<file path="src/rtl/ps_adpcm_block_decoder_top_macros.svh">
`ifndef PS_ADPCM_BLOCK_DECODER_TOP_MACROS_SVH
`define PS_ADPCM_BLOCK_DECODER_TOP_MACROS_SVH

// same-cycle implication, checked outside reset
`define PSADPCM_ASSERT_NOW(label, cond, check, msg) \
  label: assert property (@(posedge clk) disable iff (rst) (cond) |-> (check)) \
    else $error(msg);

// next-cycle implication, checked outside reset
`define PSADPCM_ASSERT_NEXT(label, cond, check, msg) \
  label: assert property (@(posedge clk) disable iff (rst) (cond) |=> (check)) \
    else $error(msg);

`endif

</file>
<file path="src/rtl/psadpcm_pkg.sv">
package psadpcm_pkg;

  typedef enum logic [1:0] {
    ST_SAMPLE = 2'd0,
    ST_END    = 2'd1,
    ST_BAD    = 2'd2
  } status_t;

  typedef logic signed [15:0] sample_t;

  localparam logic [3:0] MaxShift  = 4'd12;
  localparam logic [3:0] MaxFilter = 4'd4;
  localparam logic [7:0] EndFlag   = 8'd7;

  function automatic logic signed [7:0] coef_newest(input logic [2:0] filter);
    case (filter)
      3'd1:    coef_newest = 8'sd60;
      3'd2:    coef_newest = 8'sd115;
      3'd3:    coef_newest = 8'sd98;
      3'd4:    coef_newest = 8'sd122;
      default: coef_newest = 8'sd0;
    endcase
  endfunction

  function automatic logic signed [7:0] coef_older(input logic [2:0] filter);
    case (filter)
      3'd2:    coef_older = -8'sd52;
      3'd3:    coef_older = -8'sd55;
      3'd4:    coef_older = -8'sd60;
      default: coef_older = 8'sd0;
    endcase
  endfunction

  // one 4-bit code to one saturated sample
  function automatic sample_t decode_nibble(input logic [3:0] code, input logic [3:0] shift,
                                            input logic [2:0] filter, input sample_t hist_new,
                                            input sample_t hist_old);
    logic signed [15:0] v;
    logic signed [23:0] p_new;
    logic signed [23:0] p_old;
    logic signed [24:0] pred;
    logic signed [24:0] pred_adj;
    logic signed [18:0] quot;
    logic signed [19:0] sum;
    v        = $signed({code, 12'b0}) >>> shift;
    p_new    = hist_new * coef_newest(filter);
    p_old    = hist_old * coef_older(filter);
    pred     = 25'(p_new) + 25'(p_old) + 25'sd32;
    // truncate toward zero
    pred_adj = pred[24] ? (pred + 25'sd63) : pred;
    quot     = 19'(pred_adj >>> 6);
    sum      = 20'(v) + 20'(quot);
    if (sum > 20'sd32767) begin
      decode_nibble = 16'sh7fff;
    end else if (sum < -20'sd32768) begin
      decode_nibble = 16'sh8000;
    end else begin
      decode_nibble = sum[15:0];
    end
  endfunction

endpackage

</file>
<file path="src/rtl/ps_adpcm_block_decoder_top.sv">
// Decodes PlayStation SPU ADPCM from a byte stream of 16-byte blocks. A data byte gives two
// samples, low nibble first; header and flags bytes give at most one status beat (end flag or
// bad header). The two samples of a byte share one predictor unit, so a data byte is held
// until both of its samples have been issued. Results pass through an
// output register, so the next byte is taken while a result waits. A byte with start_stream
// high clears the prediction history and block position before it is decoded.
`include "ps_adpcm_block_decoder_top_macros.svh"

module ps_adpcm_block_decoder_top
  import psadpcm_pkg::*;
(
  input  logic        clk,
  input  logic        rst,
  input  logic        in_valid,
  output logic        in_stall,
  input  logic [7:0]  data_byte,
  input  logic        start_stream,
  output logic        out_valid,
  input  logic        out_stall,
  output logic signed [15:0] sample,
  output logic [1:0]  status,
  output logic        last
);

  // input register
  logic       hold_valid;
  logic [7:0] hold_byte;
  logic       hold_start;
  logic       phase;

  // block state
  logic [3:0] pos;
  logic [3:0] shift;
  logic [2:0] filter;
  sample_t    hist_new;
  sample_t    hist_old;
  logic       ended;
  logic       skip;

  logic [3:0] pos_next;
  logic [3:0] shift_next;
  logic [2:0] filter_next;
  sample_t    hist_new_next;
  sample_t    hist_old_next;
  logic       ended_next;
  logic       skip_next;
  logic       phase_next;

  logic       emit;
  logic       pop;
  logic       out_free;
  logic       advance;
  sample_t    res_sample;
  status_t    res_status;
  logic       res_last;
  sample_t    dec;
  logic [3:0] dec_code;

  assign out_free = !out_valid || !out_stall;
  assign advance  = hold_valid && (!emit || out_free);
  assign in_stall = hold_valid && !(advance && pop);

  assign dec_code = phase ? hold_byte[7:4] : hold_byte[3:0];

  always_comb begin
    logic       clr;
    logic [3:0] p;
    clr           = !phase && hold_start;
    pos_next      = clr ? 4'd0 : pos;
    shift_next    = clr ? 4'd0 : shift;
    filter_next   = clr ? 3'd0 : filter;
    hist_new_next = clr ? 16'sd0 : hist_new;
    hist_old_next = clr ? 16'sd0 : hist_old;
    ended_next    = clr ? 1'b0 : ended;
    skip_next     = clr ? 1'b0 : skip;
    phase_next    = 1'b0;
    emit          = 1'b0;
    pop           = 1'b1;
    res_sample    = 16'sd0;
    res_status    = ST_SAMPLE;
    res_last      = 1'b1;
    p             = pos_next;
    dec           = decode_nibble(dec_code, shift_next, filter_next, hist_new_next,
                                  hist_old_next);
    if (phase) begin
      emit          = 1'b1;
      res_sample    = dec;
      hist_old_next = hist_new;
      hist_new_next = dec;
    end else if (!ended_next) begin
      pos_next = p + 4'd1;
      if (p == 4'd0) begin
        shift_next  = hold_byte[3:0];
        filter_next = hold_byte[6:4];
        skip_next   = (hold_byte[3:0] > MaxShift) || (hold_byte[7:4] > MaxFilter);
        if (skip_next) begin
          emit       = 1'b1;
          res_status = ST_BAD;
        end
      end else if (skip_next) begin
        if (pos_next == 4'd0) begin
          skip_next = 1'b0;
        end
      end else if (p == 4'd1) begin
        if (hold_byte == EndFlag) begin
          ended_next = 1'b1;
          pos_next   = 4'd0;
          emit       = 1'b1;
          res_status = ST_END;
        end
      end else begin
        emit          = 1'b1;
        pop           = 1'b0;
        phase_next    = 1'b1;
        res_sample    = dec;
        res_last      = 1'b0;
        hist_old_next = hist_new_next;
        hist_new_next = dec;
      end
    end
  end

  always_ff @(posedge clk) begin
    if (rst) begin
      hold_valid <= 1'b0;
      phase      <= 1'b0;
      pos        <= 4'd0;
      shift      <= 4'd0;
      filter     <= 3'd0;
      hist_new   <= 16'sd0;
      hist_old   <= 16'sd0;
      ended      <= 1'b0;
      skip       <= 1'b0;
      out_valid  <= 1'b0;
    end else begin
      if (in_valid && !in_stall) begin
        hold_valid <= 1'b1;
        hold_byte  <= data_byte;
        hold_start <= start_stream;
      end else if (advance && pop) begin
        hold_valid <= 1'b0;
      end
      if (advance) begin
        phase    <= phase_next;
        pos      <= pos_next;
        shift    <= shift_next;
        filter   <= filter_next;
        hist_new <= hist_new_next;
        hist_old <= hist_old_next;
        ended    <= ended_next;
        skip     <= skip_next;
      end
      if (advance && emit) begin
        out_valid <= 1'b1;
        sample    <= res_sample;
        status    <= res_status;
        last      <= res_last;
      end else if (!out_stall) begin
        out_valid <= 1'b0;
      end
    end
  end

  `PSADPCM_ASSERT_NOW(a_phase_holds_byte, phase, hold_valid, "second sample without a byte")
  `PSADPCM_ASSERT_NOW(a_status_zero_sample, out_valid && status != ST_SAMPLE, sample == 16'sd0,
                      "status beat carries a nonzero sample")
  `PSADPCM_ASSERT_NEXT(a_second_is_last, phase && advance,
                       out_valid && last && status == ST_SAMPLE, "second sample not last")
  `PSADPCM_ASSERT_NEXT(a_end_sets_ended, advance && emit && res_status == ST_END,
                       ended && pos == 4'd0, "end flag did not stop the stream")

endmodule

</file>
<file path="config.mk">
export PLATFORM = sky130hd
export DESIGN_NAME = ps_adpcm_block_decoder_top
export DESIGN_NICKNAME = d
export VERILOG_FILES = /design/src/rtl/psadpcm_pkg.sv /design/src/rtl/ps_adpcm_block_decoder_top.sv
export VERILOG_INCLUDE_DIRS = /design/src /design/src/rtl
export SDC_FILE = /design/constraint.sdc
export NUM_CORES = 1
export LEC_CHECK = 0
export ABC_AREA = 1
export CORE_MARGIN = 4
export CORE_UTILIZATION = 30
export DETAILED_ROUTE_END_ITERATION = 7
export DONT_BUFFER_PORTS = 1
export PLACE_DENSITY_LB_ADDON = 0.05
export REMOVE_ABC_BUFFERS = 1
export SLEW_MARGIN = 40
export SYNTH_ARGS = -nofsm -noshare
export SYNTH_HDL_FRONTEND = slang
export SYNTH_SLANG_ARGS = --single-unit
</file>
<file path="constraint.sdc">
create_clock -name clk -period 19 [get_ports clk]
set_input_delay 0 -clock clk [delete_from_list [all_inputs] [get_ports clk]]
set_output_delay 0 -clock clk [all_outputs]
set_load 0.01 [all_outputs]
</file>
---- Word-level counts from Yosys, hierarchy flattened ----
Index checks and enable logic that the tools add are counted.
word-level totals
  logic and storage cells ................. 132
  output and inout bits ................... 21
  input port bits ......................... 13
  bits in registers ....................... 76
operators by class
  magnitude comparators ................... 4
  equal/unequal tests ..................... 7
  add/subtract/negate cells ............... 5
  shift operators ......................... 1
  mux-type cells .......................... 76
  reduce and logical (&&, ||, !) cells .... 21
  bitwise logic cells ..................... 1
  multiply operators ...................... 2
operator list
  operator                 number
  $mux W16                 19
  $add A25 B7 Y25 const B  2
  $mul A16 B8 Y24          2
  $mux W4                  12
  $mux W1                  36
  $pmux W7 S4              1
  $add A24 B24 Y25         1
  $mux W25                 1
  $pmux W8 S3              1
  $add A16 B19 Y20         1
  $gt A20 B16 Y1 const B   1
  $lt A20 B16 Y1 const B   1
  $sshr A16 B4 Y16         1
  $mux W3                  4
  $eq A8 B3 Y1 const B     1
  $logic_not A4 Y1         2
  $eq A3 B2 Y1 const B     2
  $logic_and A1 B1 Y1      6
  $logic_not A1 Y1         6
  $add A4 B1 Y4 const B    1
  $eq A4 B1 Y1 const B     1
  $gt A4 B3 Y1 const B     1
  $gt A4 B4 Y1 const B     1
  $mux W2                  2
  other kinds (8)          11

---- Longest topological paths before layout ----
Gate-level depths: netlist of run 1.
  word-level depth ........................ 19
  depth in mapped cells ................... 57
  gate-level depth less buffers ........... 54

---- Worst setup path after synthesis of run 1 ----
OpenSTA, ideal clock, no wires.
  path kind ............................... register to register
  from .................................... register hold_start
  to ...................................... register sample[10] (data pin)
  buffers on the path ..................... 4
  path slack .............................. 10.612 ns
  data arrival time ....................... 8.118 ns
  clock period less this slack ............ 8.388 ns
  required time ........................... 18.730 ns
  setup time .............................. 0.270 ns
  cell stages (with the launch flop) ...... 47
  cell sequence ........................... edfxtp_1 inv_1 nor2_4 buf_2 nor2_1 nand2_1 nand2_1 inv_1 clkbuf_1 buf_2 nor2_1 fa_1 fa_1 fa_1 inv_1 fa_1 fa_1 fa_1 [... 11 more ...] xor2_1 inv_1 ha_1 inv_1 fa_1 inv_1 nand3_1 nand3_1 nand2_1 nand2_1 nand2_1 nand3_1 nand2_1 inv_1 nand3b_1 nand2_1 clkbuf_1 a21oi_1
on the way
  word-level cells in the longest chain between the ends .. 18
  elaborated cells between the ends (all ways) .. 33
  those cells by class .................... 4 x add/sub; 2 x mul; 2 x order compare; 5 x eq/ne; 1 x shift; 17 x mux; 2 x reduce/logical
RTL lines
  what                                               RTL line                              text
  start, declared                                    ps_adpcm_block_decoder_top.sv:28      logic hold_start;
  start signal, assigned                             ps_adpcm_block_decoder_top.sv:139     hold_start <= start_stream;
  $logic_and A1 B1 Y1 *                              ps_adpcm_block_decoder_top.sv:68      clr = !phase && hold_start;
  $mux W3                                            ps_adpcm_block_decoder_top.sv:71      filter_next = clr ? 3'd0 : filter;
  $eq A3 B3 Y1, or another cell as far along         psadpcm_pkg.sv:16, psadpcm_pkg.sv:26
  $pmux W7 S4 / $pmux W8 S3 (equally long branches)  psadpcm_pkg.sv:16, psadpcm_pkg.sv:26
  $mul A16 B8 Y24 (on tied branches)                 psadpcm_pkg.sv:46, psadpcm_pkg.sv:47
  $add A24 B24 Y25                                   psadpcm_pkg.sv:48                     pred = 25'(p_new) + 25'(p_old) + 25'sd32;
  $add A25 B7 Y25                                    psadpcm_pkg.sv:48
  $add A25 B7 Y25                                    psadpcm_pkg.sv:50                     pred_adj = pred[24] ? (pred + 25'sd63) : pred;
  [... 3 more ...]                                   --
  $mux W16                                           psadpcm_pkg.sv:55                     end else if (sum < -20'sd32768) begin
  $mux W16                                           psadpcm_pkg.sv:53                     if (sum > 20'sd32767) begin
  $mux W16                                           ps_adpcm_block_decoder_top.sv:104     end else if (p == 4'd1) begin
  $mux W16                                           ps_adpcm_block_decoder_top.sv:100     end else if (skip_next) begin
  $mux W16                                           ps_adpcm_block_decoder_top.sv:92      if (p == 4'd0) begin
  $mux W16                                           ps_adpcm_block_decoder_top.sv:90      end else if (!ended_next) begin
  $mux W16 *                                         ps_adpcm_block_decoder_top.sv:85      if (phase) begin
  via res_sample[10]                                 ps_adpcm_block_decoder_top.sv:53      sample_t res_sample;
  end signal, assigned                               ps_adpcm_block_decoder_top.sv:155     sample <= res_sample;
  end, declared                                      ps_adpcm_block_decoder_top.sv:20      output logic signed [15:0] sample,
The timed path passes the listed nets; every way through them passes the cells marked *.
A chain may end at the register's enable or synchronous reset.

---- Worst setup path after layout of run 1 ----
  from .................................... register phase
  to ...................................... register sample[7] (data pin)
on the way
  word-level cells in the longest chain between the ends .. 19
  elaborated cells between the ends (all ways) .. 35
  those cells by class .................... 4 x add/sub; 2 x mul; 2 x order compare; 5 x eq/ne; 1 x shift; 18 x mux; 3 x reduce/logical
RTL lines
  what                                               RTL line                              text
  start, declared                                    ps_adpcm_block_decoder_top.sv:29      logic phase;
  start signal, assigned                             ps_adpcm_block_decoder_top.sv:144     phase <= phase_next;
  $logic_not A1 Y1                                   ps_adpcm_block_decoder_top.sv:68
  $logic_and A1 B1 Y1                                ps_adpcm_block_decoder_top.sv:68
  $mux W3                                            ps_adpcm_block_decoder_top.sv:71
  $eq A3 B3 Y1, or another cell as far along         psadpcm_pkg.sv:16, psadpcm_pkg.sv:26
  $pmux W7 S4 / $pmux W8 S3 (equally long branches)  psadpcm_pkg.sv:16, psadpcm_pkg.sv:26
  $mul A16 B8 Y24 (on tied branches)                 psadpcm_pkg.sv:46, psadpcm_pkg.sv:47
  $add A24 B24 Y25                                   psadpcm_pkg.sv:48
  $add A25 B7 Y25                                    psadpcm_pkg.sv:48
  [... 4 more ...]                                   --
  $mux W16                                           psadpcm_pkg.sv:55
  $mux W16                                           psadpcm_pkg.sv:53
  $mux W16                                           ps_adpcm_block_decoder_top.sv:104
  $mux W16                                           ps_adpcm_block_decoder_top.sv:100
  $mux W16                                           ps_adpcm_block_decoder_top.sv:92
  $mux W16                                           ps_adpcm_block_decoder_top.sv:90
  $mux W16 *                                         ps_adpcm_block_decoder_top.sv:85
  via res_sample[7]                                  ps_adpcm_block_decoder_top.sv:53
Marked as above.

==> results of run 1 <==
==> registers in the layout, summed over array words and instances (netlist names) <==
| register | count |
|---|---|
| ended | 1 |
| filter | 3 |
| hist_new | 16 |
| hist_old | 16 |
| hold_byte | 8 |
| hold_start | 1 |
| hold_valid | 1 |
| last | 1 |
| out_valid | 1 |
| phase | 1 |
| pos | 4 |
| sample | 16 |
| shift | 4 |
| skip | 1 |
| status | 2 |
==> path summary, 6_finish.rpt <==
path         startpoint  slack, ps  cells after the start            to
max               phase       7640                     50     sample[7]
min            in_valid         10                      2  hold_byte[2]
max reg2reg       phase       7640                     50     sample[7]
min reg2reg      pos[0]        470                      2        pos[0]
==> critical path: cells and delay by family (launching register included) <==
| kind | cells | cell delay [ps] |
|---|---|---|
| simple gates | 23 | 4100 |
| fa+ha+maj | 9 | 4110 |
| xor+xnor | 1 | 170 |
| compound gates | 2 | 420 |
| flops | 1 | 290 |
| buf+inv | 15 | 1940 |
==> cell usage in the layout, fill, tap and decap left out, drive strengths merged, types with 3 or more instances in the layout <==
master and n:
inv 442, nand3 65, nor3 8, a31oi 3, buf 9, xor2 22
nor2 295, nand4 23, clkbuf 9, dlygate4sd3 12, nand3b 4, nor4 4
nand2 391, xnor2 13, a21oi 107, or2 6, o21bai 3, edfxtp 28
o21ai 121, o211ai 17, fa 184, dfxtp 48, ha 129
==> power by group <==
group          internal (mW)  switching [mW]  total [mW]
Clock                 0.0906          0.0784       0.169
Sequential             0.189         0.00856       0.197
Combinational          0.173           0.410       0.583
Total                  0.453           0.497       0.949
==> cells by family (layout without fill, tap and decap cells) <==
family / after synthesis / after routing
XOR/XNOR: 35 / 35
adder cells (fa/ha/maj): 313 / 313
AO/OA/AOI/OAI: 254 / 254
AND/OR/NAND/NOR: 799 / 799
multiplexers: 2 / 2
flip-flops: 76 / 76
buffers and inverters: 491 / 475
==> layout make-up <==
cell class / count / area [um2]
fillers: 5080 / 30700
multi-input cells: 1403 / 10300
flip-flops and latches: 76 / 1800
inverters: 438 / 1640
well taps: 600 / 751
clock buffers: 9 / 225
repair buffers: 21 / 188
clock inverters: 7 / 57.6
==> layer usage <==
| layer | wire length, um | up-vias |
|---|---|---|
| li1 | - | 5992 |
| met1 | 22000 | 5838 |
| met2 | 23100 | 251 |
| met3 | 1730 | 48 |
| met4 | 909 | 2 |
| met5 | 13 | - |
==> stage by stage <==
stage | hold slack (ps) | util, % | instance area [um2]
global route | 0.918 | 32.7 | 15000
global placement | 73.5 | 31.8 | 14500
detailed placement | 75.8 | 31.9 | 14600
CTS | 6.68 | 32.7 | 15000
floorplan | 69.1 | - | 13700
finish | 12.2 | 32.7 | 15000
==> results.ini, run 1 <==
[status]
status=finished, final reports clean

[floorplanning]
ios=34
core_um2=45700
start_util_pct=30.6
die_width_um=224
rows=78
dieArea_um2=50100
die_h_um=224

[logic_synthesis]
synth_compound_area_share_pct=9.57
synth.cell_area_um2=14000
async_reset_ff_share_pct=0
synth_cells=1970
synth-seq-area-share_pct=12.9
synth_top_family_by_area=adder cells
yosysWarnings=0
synth_fa_ha_area_share_pct=37.9
synth_common_cells=434 x inv_1, 382 x nand2_1, 283 x nor2_1
muxShareOfSynthArea_pct=0.161
synth_cell_types=45
synth_xor_area_share_pct=2.25
synth_ff_type=dfxtp_1
synth_top_area_share_pct=26.4
yosys.area.top_type=fa_1
synth.avg_cell_area_um2=7.09
synth.top_cells.by_area=fa_1 26%, inv_1 12%, ha_1 12%
yosys.area_share.simple_pct=23.6
synth_most_common_cell=inv_1
synth_edf_count=28
ys_ff_latch=76

[power]
power_uw=949
cellLeakagePower_nw=7.55
ir_drop_v=0.0000564
power_density_nw_per_um2=63.5

[drt]
firstDrtPassIters=7
detail-route-antenna-nets=0
drtIter0Drc=742
vias=12100
wirelength_um=47700
wl_per_cell_um=18.7
vias_per_cell=4.75
drcViolationCount=0

[timing]
period_needed_ps=11360
drv_slew=0
finalSetupTns_ps=0
max_freq_mhz=88.1
finalClockSkew_ps=10.7
finalHoldViolations=0
period_share_pct=59.8
slew_headroom_pct=50.3
rsz0062_at_grt=false
fin_ws_ps=7640
worst_pin_slew_ps=743
finalSetupViolations=0

[setup_path]
crit_top_cell=inv_1
cp.arrival_ps=11410
start_kind=flip-flop
cpPeakStageDelay_ps=570
crit_slowest_cell=fa_1
end_kind=flip-flop
crit_required_ps=19060
crit_fanout=30
crit_type=reg -> reg

[clocking]
root_buffer=clkbuf_16
holdBufCountCts=12
clockBufferDepth=2
clock_latency_ps=350
post_cts_buffers=0
cts_buffers=9
path_clk_slew_ps=70
clock-sinks=76
postCtsResizedCells=0
cts_tree=yes
cts_htree_levels=3

[place]
place_ws_ps=7650
dp_hpwl_um=41300
routabilityCongestion=0.908
dp.cells=2526
port_buffers=0

[global_routing]
met1_usage_pct=26.8
busiest_layer=met2
grt_pass1_vias=12500
grt_use_met3_pct=2.24
antenna_found_initial=1
grt_pass1_wl_um=74200
grtUsageMet2_pct=32.5
grt_overflow=0
grt_usage_pct=19.2
grt_start_max_net_pins=65

[finish]
final_cells=2554
diodes=0
syn_to_final_growth_pct=7.09
fin_nets=2275
drive_above_1_share_pct=3.28

[flow_run]
maxCapViolCount=0

[hold_path]
hold_class=in -> reg

Note: power is estimated with default switching activity, not from simulation.
==> run 2: changes to the inputs <==
- clock period: 19 -> 10.5 ns (I/O delays scaled with it)
==> results.ini, run 2 (synthesized netlist as in run 1, its figures left out) <==
[status]
status=finished, final reports clean

[setup_path]
crit_required_ps=10770
start_kind=flip-flop
crit_top_cell=nand2_1
crit_slowest_cell=fa_1
end_kind=flip-flop
crit_fanout=26
cpPeakStageDelay_ps=630
cp.arrival_ps=9830
crit_type=reg -> reg

[timing]
finalClockSkew_ps=13.6
finalHoldViolations=0
drv_slew=0
period_needed_ps=9560
finalSetupViolations=0
slew_headroom_pct=54.4
rsz0062_at_grt=false
period_share_pct=91.0
worst_pin_slew_ps=684
finalSetupTns_ps=0
max_freq_mhz=105

[floorplanning]
core_um2=45700
die_h_um=224
ios=34
die_width_um=224
dieArea_um2=50100
start_util_pct=30.6
rows=78

[power]
ir_drop_v=0.000152
p_seq_share_pct=19.8
power_switching_uw=910
swShare_pct=50.4
power_density_nw_per_um2=120
pwr-share-comb_pct=59.7
internal_power_uw=895
cellLeakagePower_nw=7.62
p_clk_share_pct=20.5

[finish]
mostFrequentLayoutCells=434 x inv_1, 381 x nand2_1, 281 x nor2_1, 184 x fa_1, 129 x ha_1
reg_top3=hist_new: 16 flops, hist_old: 16 flops, sample: 16 flops
syn_to_final_growth_pct=8.04
final_area_um2=15100
final_common_cell=inv_1
drive_above_1_share_pct=3.72
fin_nets=2284
diodes=0
final_cells=2563

[clocking]
cts_tree=yes
clock_latency_ps=350
cts_htree_levels=3
root_buffer=clkbuf_16
clockBufferDepth=2
path_clk_slew_ps=70
clock-sinks=76
cts_buffers=9

[drt]
vias=12100
drtIter0Drc=707
wl_per_cell_um=18.5
detail-route-antenna-nets=0
vias_per_cell=4.73
firstDrtPassIters=5
drcViolationCount=0
wirelength_um=47500

[global_routing]
grt_overflow=0
grt_usage_pct=19.1
antenna_found_initial=0
grt_start_max_net_pins=66
grt_pass1_wl_um=73800
grt_pass1_vias=12400

[place]
dp_hpwl_um=41000
port_buffers=0
dp.cells=2533
routabilityCongestion=0.909
dpl-instance-area_um2=14600

[hold_path]
hold_class=in -> reg

[flow_run]
maxCapViolCount=0

run 2: cell types whose count changed in the layout (fill, tap and decap cells not counted):
cell,delta
clkinvlp_4,-1
bufinv_16,+3
buf_4,+9
inv_6,-2
run 2: power by group through the flow:
stage / Combinational, mW / Clock, mW / Sequential (mW)
floorplan: 0.696 / 0 / 0.361
global placement: 1.08 / 0 / 0.364
detailed placement: 1.08 / 0 / 0.364
CTS: 1.09 / 0.380 / 0.358
global route: 1.21 / 0.390 / 0.360
finish: 1.08 / 0.371 / 0.357
run 2: layer usage:
layer	up-vias	global-route usage, %	wire [um]
li1	6022	-	-
met1	5845	25.9	21700
met2	209	32.7	23000
met3	40	2.46	1540
met4	0	4.43	1170
met5	-	0	0
run 2: worst paths after layout:
path	from	slack, ps	to	depth (start not counted)
worst max-delay path	hold_start	940	hist_new[8]	44
worst min-delay path	in_valid	10	hold_byte[2]	2
worst min register to register	pos[0]	470	pos[0]	2
worst max register to register	hold_start	940	hist_new[8]	44
run 2: what timing repair did:
item                                    in CTS  in global routing
hold endpoints to repair                    30                  0
setup buffers                                0                  2
hold buffers                                12                  0
endpoints found under the setup margin       0                 30
gates resized for setup                      0                  1
run 2: cell type report:
type	instances	area, um2
clock inverter	7	123
inverter	438	1640
sequential	76	1800
timing repair buffer	30	255
fill	5065	30600
multi-input combinational	1403	10300
clock buffer	9	225
tap	600	751
run 2: per-stage QoR:
step	hold slack [ps]	setup slack, ps	utilization, %	total power, mW
finish	11.1	941	33.0	1.81
global route	7.94	69.3	33.0	1.96
CTS	5.91	563	33.0	1.82
detailed placement	76.3	623	32.0	1.44
global placement	73.0	515	32.0	1.45
floorplan	69.1	760	-	1.06
run 2: critical path, delay by kind of cell (launching register included):
| family | cells | cell delay, ps |
|---|---|---|
| xor gates and xnor gates | 1 | 160 |
| AOI/OAI and AO/OA | 2 | 330 |
| and+or+nand+nor | 22 | 3250 |
| DFF | 1 | 380 |
| buffers and inverters | 10 | 1150 |
| adders and majority gates | 9 | 4200 |
==> run 3: changes to the inputs <==
- ABC_AREA: 1 -> 0
==> results.ini, run 3 <==
[status]
status=finished, final reports clean

[timing]
finalSetupTns_ps=0
worst_pin_slew_ps=813
finalClockSkew_ps=8.54
max_freq_mhz=101
slew_headroom_pct=45.4
period_needed_ps=9930
fin_ws_ps=574
drv_slew=0
finalHoldViolations=0
rsz0062_at_grt=false
finalSetupViolations=0
period_share_pct=94.5

[power]
power_density_nw_per_um2=65.9
cellLeakagePower_nw=6.74
power_uw=938
ir_drop_v=0.0000770

[logic_synthesis]
synth_edf_count=28
synth-seq-area-share_pct=14.0
synth.avg_cell_area_um2=9.02
synth_cell_types=84
synth_most_common_cell=inv_1
yosysWarnings=0
synth_ff_type=dfxtp_1
synth.cell_area_um2=12900
synth_cells=1428
synth_top_area_share_pct=28.6
synth_common_cells=224 x inv_1, 184 x fa_1, 143 x nor2_1
ys_ff_latch=76
yosys.area.top_type=fa_1
synth.top_cells.by_area=fa_1 29%, ha_1 13%, dfxtp_1 7.5%
async_reset_ff_share_pct=0

[clocking]
cts_buffers=9
clock-sinks=76
cts_htree_levels=3
clock_latency_ps=370
path_clk_slew_ps=70
clockBufferDepth=2
cts_tree=yes
root_buffer=clkbuf_16

[setup_path]
ff2ff_path_depth=33
crit_slowest_cell=fa_1
crit_required_ps=10730
path_buf_inv=3
start_kind=flip-flop
path_delay_family=adder cells
cp.arrival_ps=10150
crit_top_cell=fa_1
end_kind=flip-flop
r2r_slack_ps=570
path_depth=33
reg2reg_from=hold_start
crit_type=reg -> reg
crit_fanout=12
cpPeakStageDelay_ps=560
r2r_end=sample[5]

[drt]
firstDrtPassIters=6
wirelength_um=41600
wl_per_cell_um=20.9
detail-route-antenna-nets=0
drtIter0Drc=530
vias=9874
vias_per_cell=4.96
drcViolationCount=0

[floorplanning]
die_h_um=215
start_util_pct=30.5
core_um2=42200
dieArea_um2=46300
die_width_um=215
rows=75
ios=34

[place]
dp.cells=1959
dp_hpwl_um=34700
port_buffers=0
place_ws_ps=201
routabilityCongestion=0.884

[finish]
drive_above_1_share_pct=10.3
fin_nets=1773
fillerInstances=4499
multi_input_area_um2=10100
regArea_um2=1800
syn_to_final_growth_pct=10.6
mostFrequentLayoutCells=224 x inv_1, 184 x fa_1, 142 x nor2_1, 129 x ha_1, 74 x nand2_1
final_cells=1992
reg_top3=hist_new: 16 flops, hist_old: 16 flops, sample: 16 flops
final_common_cell=inv_1

[hold_path]
hold_class=in -> reg
hold_end=hist_new[13]
whs_path_depth=3
min_from=rst

[global_routing]
grt_overflow=0
grt_pass1_wl_um=65300
grt_pass1_vias=10500
grt_start_max_net_pins=40
antenna_found_initial=1
grt_usage_pct=18.4

[flow_run]
maxCapViolCount=0

## run 3: cell count changes after synthesis, sizes merged, moves of 17 or more
| cell | previous run | this run |
|---|---|---|
| a22oi | 0 | 26 |
| xnor2 | 13 | 44 |
| and3 | 1 | 28 |
| nand3 | 65 | 24 |
| or2 | 6 | 26 |
| o21ai | 121 | 43 |
| nor2 | 295 | 143 |
| nor3 | 8 | 34 |
| a21o | 0 | 17 |
| inv | 438 | 224 |
| a21oi | 107 | 71 |
| nand2 | 391 | 75 |
| and2 | 2 | 48 |
## run 3: layout make-up
| class | instances | area share (%) |
|---|---|---|
| Inverter | 224 | 5.91 |
| Sequential cell | 76 | 12.7 |
| Clock buffer | 12 | 1.88 |
| Timing Repair Buffer | 65 | 3.77 |
| Multi-Input combinational cell | 1071 | 70.6 |
| Clock inverter | 4 | 0.387 |
| Tap cell | 539 | 4.74 |
| Antenna cell | 1 | 0.0176 |
## run 3: through the flow
step	area, um2	utilization [%]	hold WS (ps)
floorplan	12600	-	69.1
CTS	14100	33.5	131
global placement	13700	32.4	92.8
detailed placement	13700	32.4	91.4
finish	14200	33.7	146
global route	14200	33.7	155
## run 3: worst register-to-register path, delay by kind of cell (launching register included)
| kind | cells | cell delay (ps) |
|---|---|---|
| compound gates | 11 | 2510 |
| xor+xnor | 2 | 390 |
| fa+ha+maj | 8 | 3590 |
| buf+inv | 3 | 580 |
| flops | 1 | 510 |
| simple gates | 9 | 2210 |
## run 3: routing by layer
metal / wire length [um] / vias up / GRT usage [%]
met5: 32 / - / 0
li1: - / 4759 / -
met2: 19700 / 155 / 29.7
met4: 513 / 4 / 3.95
met1: 19900 / 4923 / 26.2
met3: 1460 / 33 / 2.91
## run 3: power by group
group	switching, mW	internal [mW]	total [mW]
Combinational	0.161	0.0934	0.254
Sequential	0.0145	0.315	0.330
Clock	0.148	0.206	0.354
## run 3: what timing repair did
action	in CTS	in global routing
setup endpoints to repair	0	30
gates resized for setup	0	18
setup buffers	0	2
hold endpoints to repair	45	0
hold buffers	14	0
## run 3: cell families after synthesis
| group | synth area share [%] |
|---|---|
| flip-flops | 14.0 |
| buffers and inverters | 8.67 |
| adder cells (fa/ha/maj) | 41.2 |
| AO/OA/AOI/OAI | 13.6 |
| AND/OR/NAND/NOR | 17.0 |
| XOR/XNOR | 4.61 |
| multiplexers | 0.982 |
## run 3: worst max path at each step
| stage | slack, ps | end | from |
|---|---|---|---|
| after CTS | 150 | sample[5] | hold_start |
| after detailed placement | 200 | sample[5] | hold_start |
| after global placement | 290 | sample[5] | hold_start |
| after global routing | 2 | sample[8] | hold_start |
| final | 570 | sample[5] | hold_start |
| after floorplan | -630 | hist_new[4] | phase |
